[config.mk]
export PLATFORM = sky130hd
export DESIGN_NAME = int_float_format_converter
export DESIGN_NICKNAME = d
export VERILOG_FILES = /design/src/sv/iffc_pkg.sv /design/src/sv/int_float_format_converter.sv /design/src/sv/iffc_int2flt.sv /design/src/sv/iffc_flt2int.sv
export SDC_FILE = /design/constraint.sdc
export NUM_CORES = 1
export LEC_CHECK = 0
export BUFFER_PORTS_ARGS = -buffer_cell sky130_fd_sc_hd__buf_2
export CAP_MARGIN = 20
export CORE_MARGIN = 5
export CORE_UTILIZATION = 50
export DETAILED_ROUTE_END_ITERATION = 7
export GPL_TIMING_DRIVEN = 0
export HOLD_SLACK_MARGIN = 0.08
export PLACE_DENSITY = 0.73
export SYNTH_ARGS = -nofsm -noshare
export SYNTH_HDL_FRONTEND = slang
export SYNTH_SLANG_ARGS = --single-unit
[constraint.sdc]
create_clock -name clk_i -period 4.4 [get_ports clk_i]
set_input_delay 0.22 -clock clk_i [delete_from_list [all_inputs] [get_ports clk_i]]
set_output_delay 0.22 -clock clk_i [all_outputs]
set_load 0.02 [all_outputs]
[src/sv/iffc_pkg.sv]
// Package for the int/float format converter.
// Holds the item structs, mode codes and float format constants. No dependencies.
package iffc_pkg;

  localparam int unsigned DataWidth = 64;

  // Conversion direction codes
  typedef enum logic [2:0] {
    ModeU8F32  = 3'd0,
    ModeU8F64  = 3'd1,
    ModeU16F32 = 3'd2,
    ModeU16F64 = 3'd3,
    ModeF32U8  = 3'd4,
    ModeF32U16 = 3'd5,
    ModeF64U8  = 3'd6,
    ModeF64U16 = 3'd7
  } mode_e;

  localparam logic [10:0] F32Bias   = 11'd127;
  localparam logic [10:0] F64Bias   = 11'd1023;
  localparam logic [10:0] F32ExpMax = 11'd255;
  localparam logic [10:0] F64ExpMax = 11'd2047;

  typedef struct packed {
    logic [DataWidth-1:0] source_bits;
    logic                 last_in;
  } in_item_t;

  typedef struct packed {
    logic [DataWidth-1:0] result_bits;
    logic                 out_of_range;
    logic                 last_out;
  } out_item_t;

endpackage

[src/sv/int_float_format_converter.sv]
// Top level of the int/float format converter.
// Depends on iffc_pkg, iffc_int2flt, iffc_flt2int.
//
// Usage:
//   cfg channel (cfg_valid_i/cfg_ready_o/cfg_data_i) writes the 3-bit
//   conversion mode; write it only while the block holds no item.
//   in channel carries source bits and a last marker; out channel returns
//   the converted bits, the clamp flag and the marker.
// Path: an accepted item is registered at the input, converted by one
//   pass of combinational logic, and then registered in the result
//   register, from which it is shown.
// Throughput: one item per cycle while out_ready_i stays high; both stages
//   advance whenever the result register is empty or being drained.
// Reset: clears the mode to u8->f32 and drops both stage valid bits.
// Stall: when out_ready_i is low the result holds, the input stage fills,
//   and then in_ready_o drops until the receiver takes the result.
module int_float_format_converter import iffc_pkg::*; (
  input  logic      clk_i,
  input  logic      rst_ni,
  input  logic      cfg_valid_i,
  output logic      cfg_ready_o,
  input  logic [2:0] cfg_data_i,
  input  logic      in_valid_i,
  output logic      in_ready_o,
  input  in_item_t  in_item_i,
  output logic      out_valid_o,
  input  logic      out_ready_i,
  output out_item_t out_item_o
);

  mode_e     mode_q;
  in_item_t  src_q;
  logic      src_vld_q;
  out_item_t res_q, res_d;
  logic      res_vld_q;
  logic      adv_res, adv_src;
  logic [DataWidth-1:0] i2f_res, f2i_res, fsrc;
  logic      f2i_flag;

  assign cfg_ready_o = 1'b1;
  assign adv_res     = !res_vld_q || out_ready_i;
  assign adv_src     = !src_vld_q || adv_res;
  assign in_ready_o  = adv_src;
  assign out_valid_o = res_vld_q;
  assign out_item_o  = res_q;

  // Mode register
  always_ff @(posedge clk_i or negedge rst_ni) begin
    if (!rst_ni) begin
      mode_q <= ModeU8F32;
    end else if (cfg_valid_i) begin
      mode_q <= mode_e'(cfg_data_i);
    end
  end

  // Stage valid bits
  always_ff @(posedge clk_i or negedge rst_ni) begin
    if (!rst_ni) begin
      src_vld_q <= 1'b0;
      res_vld_q <= 1'b0;
    end else begin
      if (adv_src) src_vld_q <= in_valid_i;
      if (adv_res) res_vld_q <= src_vld_q;
    end
  end

  // Payload registers
  always_ff @(posedge clk_i) begin
    if (adv_src && in_valid_i) src_q <= in_item_i;
    if (adv_res && src_vld_q) res_q <= res_d;
  end

  iffc_int2flt u_int2flt (
    .value_i  (mode_q[1] ? src_q.source_bits[15:0] : {8'd0, src_q.source_bits[7:0]}),
    .dbl_i    (mode_q[0]),
    .result_o (i2f_res)
  );

  assign fsrc = mode_q[1] ? src_q.source_bits : {32'd0, src_q.source_bits[31:0]};

  iffc_flt2int u_flt2int (
    .bits_i   (fsrc),
    .dbl_i    (mode_q[1]),
    .wide_i   (mode_q[0]),
    .result_o (f2i_res),
    .flag_o   (f2i_flag)
  );

  // Result selection
  always_comb begin
    res_d.last_out = src_q.last_in;
    if (mode_q[2]) begin
      res_d.result_bits  = f2i_res;
      res_d.out_of_range = f2i_flag;
    end else begin
      res_d.result_bits  = i2f_res;
      res_d.out_of_range = 1'b0;
    end
  end

endmodule

[src/sv/iffc_int2flt.sv]
// Unsigned 16-bit integer to exact binary32/binary64 bit pattern.
// Depends on iffc_pkg.
module iffc_int2flt import iffc_pkg::*; (
  input  logic [15:0]          value_i,
  input  logic                 dbl_i,
  output logic [DataWidth-1:0] result_o
);

  logic [3:0]  msb;
  logic [15:0] frac16;
  logic [10:0] expo;

  // Leading one position, then left-justify the bits below it
  always_comb begin
    msb = 4'd0;
    for (int i = 0; i < 16; i++) begin
      if (value_i[i]) msb = 4'(i);
    end
    frac16 = value_i << (5'd16 - {1'b0, msb});
    expo   = (dbl_i ? F64Bias : F32Bias) + {7'd0, msb};
    if (value_i == 16'd0) begin
      result_o = '0;
    end else if (dbl_i) begin
      result_o = {1'b0, expo, frac16, 36'd0};
    end else begin
      result_o = {32'd0, 1'b0, expo[7:0], frac16, 7'd0};
    end
  end

endmodule

[src/sv/iffc_flt2int.sv]
// Binary32/binary64 to unsigned 8/16-bit integer, truncating, with clamp flag.
// Depends on iffc_pkg.
module iffc_flt2int import iffc_pkg::*; (
  input  logic [DataWidth-1:0] bits_i,
  input  logic                 dbl_i,
  input  logic                 wide_i,
  output logic [DataWidth-1:0] result_o,
  output logic                 flag_o
);

  logic [10:0] expo, bias, expmax;
  logic        neg, frac_nz;
  logic [16:0] top;   // hidden one and 16 leading fraction bits
  logic [10:0] k;
  logic [15:0] maxv, val;

  always_comb begin
    if (dbl_i) begin
      expo    = bits_i[62:52];
      neg     = bits_i[63];
      frac_nz = |bits_i[51:0];
      top     = {1'b1, bits_i[51:36]};
      bias    = F64Bias;
      expmax  = F64ExpMax;
    end else begin
      expo    = {3'd0, bits_i[30:23]};
      neg     = bits_i[31];
      frac_nz = |bits_i[22:0];
      top     = {1'b1, bits_i[22:7]};
      bias    = F32Bias;
      expmax  = F32ExpMax;
    end
    maxv = wide_i ? 16'hFFFF : 16'h00FF;
    k    = expo - bias;
    val  = 16'(top >> (5'd16 - k[4:0]));
    flag_o = 1'b0;
    // Special cases in priority order: NaN, below one, negative, too large or infinite
    if (expo == expmax && frac_nz) begin
      flag_o = 1'b1;
      val    = '0;
    end else if (expo < bias) begin
      val = '0;
    end else if (neg) begin
      flag_o = 1'b1;
      val    = '0;
    end else if (expo == expmax || k >= (wide_i ? 11'd16 : 11'd8)) begin
      flag_o = 1'b1;
      val    = maxv;
    end else begin
      val = val & maxv;
    end
    result_o = {48'd0, val};
  end

endmodule

# ---- Word level (Yosys, flattened, before mapping)
# Index checks and enable logic that the tools add are counted.
# W data, S select, Z words.
dict set report totals {
  reg_bits 136
  out_inout_bits 69
  word_cells 73
}
dict set report op_classes {
  n_addsub 4
  n_lt_le_gt_ge 2
  n_eq_ne 1
  n_shift 2
  mux 37
  bitwise 2
  n_reduce_logical 14
}
# op n
set op_table {}
lappend op_table {{$mux W16} 9}
lappend op_table {{$mux W64} 1}
lappend op_table {{$reduce_or A52 Y1} 1}
lappend op_table {{$mux W4} 8}
lappend op_table {{$reduce_or A23 Y1} 1}
lappend op_table {{$mux W11} 2}
lappend op_table {{$mux W10} 2}
lappend op_table {{$mux W17} 1}
lappend op_table {{$shr A17 B5 Y16} 1}
lappend op_table {{$and A16 B16 Y16} 1}
lappend op_table {{$logic_not A16 Y1} 1}
lappend op_table {{$shl A16 B5 Y16} 1}
lappend op_table {{$mux W3} 4}
lappend op_table {{$add A10 B4 Y11} 1}
lappend op_table {{$eq A11 B11 Y1} 1}
lappend op_table {{$ge A11 B11 Y1} 1}
lappend op_table {{$lt A11 B10 Y1} 1}
lappend op_table {{$sub A11 B10 Y11} 1}
lappend op_table {{$mux W1} 7}
lappend op_table {{$reduce_or A3 Y1} 2}
lappend op_table {{$mux W5} 1}
lappend op_table {{$sub A5 B4 Y5 const A} 1}
lappend op_table {{$sub A5 B5 Y5 const A} 1}
lappend op_table {{$mux W2} 2}
lappend op_table {{other kinds (5)} 10}

# ---- Logic depth before layout (Yosys ltp)
dict set report depth {
  ltp_word 21
  depth_mapped 17
  depth_no_buf 12
}

# ---- Modules after synthesis
# A second synthesis with hierarchy kept.
dict set report unflattened {
  cells_unflattened 859
  hier_area_um2 9593.0
}
# module instances cells_each area_per_inst_um2 seq_area_each_um2
set by_module_without_submodules {}
lappend by_module_without_submodules {int_float_format_converter 1 263 5343.9 4058.9}
lappend by_module_without_submodules {iffc_flt2int 1 334 2592.5 0.0}
lappend by_module_without_submodules {iffc_int2flt 1 262 1656.6 0.0}

# ---- Least setup slack after synthesis
# Ideal clock, no wire load.
dict set report synth_path {
  path_type {flip-flop to flip-flop}
  start {register mode_q[1]}
  end {register res_q (netlist bit out_item_o[16]), data pin}
  setup_ps 262
  arrival_ps 3719
  required_time_ps 4138
  setup_slack_ps 419
  stages_incl_launch_ff 18
  path_buffers 5
  period_less_slack_ps 3981
  path_cell_list {dfrtp_1 > buf_6 > buf_4 > mux2i_1 > inv_2 > buf_1 > ha_1 > clkbuf_1 > nand3_1 > xor2_1 > mux2i_1 > ha_1 > a21oi_1 > o211ai_1 > a2111oi_4 > buf_6 > o41a_2 > o22ai_1}
}
# item line_no
set synth_rtl {}
lappend synth_rtl {{start, declared} int_float_format_converter.sv:31} ;# mode_e mode_q;
lappend synth_rtl {{start signal, assigned} int_float_format_converter.sv:50} ;# mode_q <= ModeU8F32;
lappend synth_rtl {{start signal, assigned} int_float_format_converter.sv:52} ;# mode_q <= mode_e'(cfg_data_i);
lappend synth_rtl {{end signal, assigned} int_float_format_converter.sv:70} ;# if (adv_res && src_vld_q) res_q <= res_d;
lappend synth_rtl {{end, declared} int_float_format_converter.sv:34} ;# out_item_t res_q, res_d;

# ---- Final worst setup path
dict set report layout_path {
  start {register src_q[14] in the netlist's numbering}
  end {register res_q (netlist bit out_item_o[20]), data pin}
}
dict set report layout_between {
  elab_chain_cells 6
  word_cells_on_any_way 8
  cone_classes {1 x add/sub; 1 x shift; 4 x mux; 2 x reduce/logical}
}
# item line_no
set layout_rtl {}
lappend layout_rtl {{start, declared} int_float_format_converter.sv:32} ;# in_item_t src_q;
lappend layout_rtl {{start signal, assigned} int_float_format_converter.sv:69} ;# if (adv_src && in_valid_i) src_q <= in_item_i;
lappend layout_rtl {{$mux W16 *} int_float_format_converter.sv:74} ;# .value_i (mode_q[1] ? src_q.source_bits[15:0] : {8'd0, src_q.source_bits[7:0]}),
lappend layout_rtl {{$mux W4 (3 in series)} iffc_int2flt.sv:17} ;# if (value_i[i]) msb = 4'(i);
lappend layout_rtl {{$sub A5 B4 Y5} iffc_int2flt.sv:19} ;# frac16 = value_i << (5'd16 - {1'b0, msb});
lappend layout_rtl {{$shl A16 B5 Y16} iffc_int2flt.sv:19}
# Mark *: on every way between the ends. The rest lies on a longest branch, timed or not.
# A chain may end at the register's enable or synchronous reset.

==> impl_metrics.yaml <==
grt:
  grt_overflow: 0
  grt_pass1_vias: 6215
  grt_pass1_wl_um: 33320
  grt_max_degree: 48
  grt_util_all_layers_pct: 25.56
  antenna_found_initial: 0
clock_tree:
  cts-root-buf: "clkbuf_16"
  cts.sinks: 128
  path_clk_slew_ns: 0.06
  cts_tree: "yes"
  htree_levels: 4
  insertion_delay_ns: 0.43
  cts.path.max_buffers: 2
  cts_buffers: 17
die:
  io_pins: 142
  fp.dieArea_um2: 17130
  die_y_um: 130.9
  start_util_pct: 50.64
  die_width_um: 130.9
  rows: 44
  coreArea_um2: 14420
sta:
  slew_viol_final: 0
  min_period_ns: 4.169
  min_period_over_period_pct: 94.75
  relSlewSlack_pct: 35.63
  worstMarginPinSlew_ns: 0.9655
  rsz0062_at_grt: "no"
  setup_viol: 0
  hold_viol: 0
  max_freq_ghz: 0.2399
  finalSetupTns_ns: 0
  whs_ns: 0.1202
  finClkSkew_ns: 0.01471
place:
  io_buffer_count: 134
  dp_hpwl_um: 14990
  place_congestion: 0.9771
route:
  drtIter0Drc: 656
  viasPerCell: 5.942
  drt-pass1-iter-count: 5
  route.detailed.drc: 0
  ant_nets: 0
  routed_wl_um: 21580
  num_vias: 6334
  wl_per_cell_um: 20.24
setup_path:
  path_max_fanout: 10
  cp-start-kind: "register"
  worstSetupPathType: "register to register"
  end_kind: "register"
  critPathRequiredTime_ns: 4.57
  worstPathArrival_ns: 4.34
cells_and_area:
  fillers: 1077
  drive_gt1_share_pct: 26.42
  areaGrowthSynthToFinish_pct: 32.60
  nNetsFinal: 949
  antennaDiodeCount: 0
yosys:
  yosys-top-cells-area: "edfxtp_1 (51%), mux2i_1 (7.5%), nor2_1 (2.6%), a21oi_1 (2.0%), a211oi_1 (1.8%)"
  syn-instance-count: 634
  synth_ff_type: "edfxtp_1"
  synth_top_family_by_area: "compound AO/OA/AOI/OAI gates"
  synth_warnings: 0
  synth-seq-area-share_pct: 52.28
  synth_xor_area_share_pct: 1.696
  synth-simple-area-share_pct: 12.92
  synthDistinctLibCells: 78
  synthMuxAreaShare_pct: 12.14
  synth_edf_count: 123
  async_flop_share_pct: 3.906
  ys_ff_latch: 128
  yosysMostFrequentCell: "edfxtp_1"
  synth_area_per_cell_um2: 11.52
  synth_top_cell_by_area: "edfxtp_1"
  synth_top_area_share_pct: 50.57
  netlist_area_um2: 7305
  yosys-top-cells-count: "edfxtp_1 (123), mux2i_1 (55), nor2_1 (50)"
  synth-adder-area-share_pct: 1.199
  synth_compound_gate_area_share_pct: 15.26
min_path:
  hold_path.class: "primary input to register"
power_and_ir_drop:
  power.leakage_nw: 3.851
  max-vdd-ir-drop_uv: 287.1
  total_power_mw: 3.921
  p_per_area_nw_per_um2: 404.8
job:
  cap_violations: 0
run_status:
  status: "completed"
## registers in the layout, indices dropped and copies added, names as in the netlist
register / cells
src_q: 64
out_valid_o: 1
res_d: 1
out_item_o: 58
mode_q: 3
src_vld_q: 1
## final timing paths
check                                         start                           end  slack, ns  depth (start not counted)
min in group asynchronous                    rst_ni       out_valid_o$_DFFE_PN0P_       0.17                          2
worst min register to register   res_d[0]$_DFFE_PP_       out_item_o[0]$_DFFE_PP_       0.42                          0
worst max-delay path            src_q[14]$_DFFE_PP_  out_item_o[20]$_SDFFCE_PP0P_       0.23                         13
worst min-delay path                    cfg_valid_i         mode_q[2]$_DFFE_PN0P_       0.12                          2
worst max register to register  src_q[14]$_DFFE_PP_  out_item_o[20]$_SDFFCE_PP0P_       0.23                         13
max in group asynchronous                    rst_ni         mode_q[2]$_DFFE_PN0P_       4.09                          2
## per-layer routing
metal / vias up / wire, µm / track usage [%]
li1: 2924 / - / -
met1: 3015 / 8879 / 33.45
met2: 351 / 10300 / 41.34
met3: 44 / 1875 / 5.610
met4: 0 / 524 / 10.71
met5: - / 0 / 0
## metrics by stage
| stage | util, % | std cells | area, µm² | setup WS [ns] |
|---|---|---|---|---|
| 2_1_floorplan | - | 639 | 7323 | 0.4187 |
| 3_3_place_gp | 57.02 | 957 | 8224 | -0.5302 |
| 3_5_place_dp | 57.31 | 959 | 8267 | -0.7065 |
| 4_1_cts | 66.91 | 1067 | 9651 | 0.06958 |
| 5_1_grt | 67.15 | 1066 | 9686 | 0.03753 |
| 6_report | 67.15 | 1066 | 9686 | 0.2310 |
## cells by family (layout without fill, tap and decap cells)
family | count (synthesis) | in the layout
AND/OR/NAND/NOR | 187 | 187
AO/OA/AOI/OAI | 156 | 156
flip-flops | 128 | 128
multiplexers | 76 | 76
buffers and inverters | 66 | 309
XOR/XNOR | 12 | 12
adder cells (fa/ha/maj) | 7 | 7
other | 2 | 7
## layout by cell type, fill, tap and decap left out, types with 6 or more instances in the layout
cell / count
nor3_1: 20
nor4_1: 12
nand2_1: 33
a211oi_1: 18
buf_2: 142
mux2i_1: 54
mux2_2: 12
mux4_2: 6
inv_1: 15
buf_4: 13
a31oi_1: 6
and3_1: 7
o211ai_1: 8
nand3_1: 14
and2_1: 8
nor2b_1: 9
ha_1: 7
edfxtp_1: 123
clkbuf_1: 18
conb_1: 7
a21oi_1: 29
o31ai_1: 6
clkbuf_16: 17
o22ai_1: 12
nor2_1: 50
dlygate4sd3_1: 75
o21ai_0: 23
## area by class of cell
class                           count  area [µm²]  area share, %
Sequential cell                   128        3819          39.43
Multi-Input combinational cell    445        3236          33.41
Clock inverter                     15       183.9          1.899
Timing Repair Buffer              213        1476          15.24
Tap cell                          184       230.2          2.377
Clock buffer                       17       425.4          4.392
Buffer                             46       247.7          2.558
Inverter                           18       67.56         0.6976
## power breakdown
group / internal, mW / switching, mW / total, mW / leakage [nW]
logic: 0.360 / 0.586 / 0.946 / 2.30
clock network: 0.897 / 0.563 / 1.46 / 0.291
registers: 1.46 / 0.0576 / 1.51 / 1.26
## critical path: stages, from the launching register on
cell and delay (ns):
edfxtp_1 0.37, clkbuf_1 0.42, nor2b_1 0.51, o32ai_1 0.26
a22oi_2 0.33, inv_2 0.17, ha_1 0.31, clkbuf_1 0.21
inv_1 0.14, clkbuf_1 0.45, a32o_1 0.33, o32ai_1 0.14
mux2i_1 0.22, nor2_1 0.06
## repair_timing
item	in CTS	in global routing
setup endpoints to repair	17	17
endpoints found under the hold margin	75	0
pin swaps	1	0
gates resized for setup	2	7
buffers inserted	2	0
hold buffers	75	0
(Power assumes the default switching activity.)
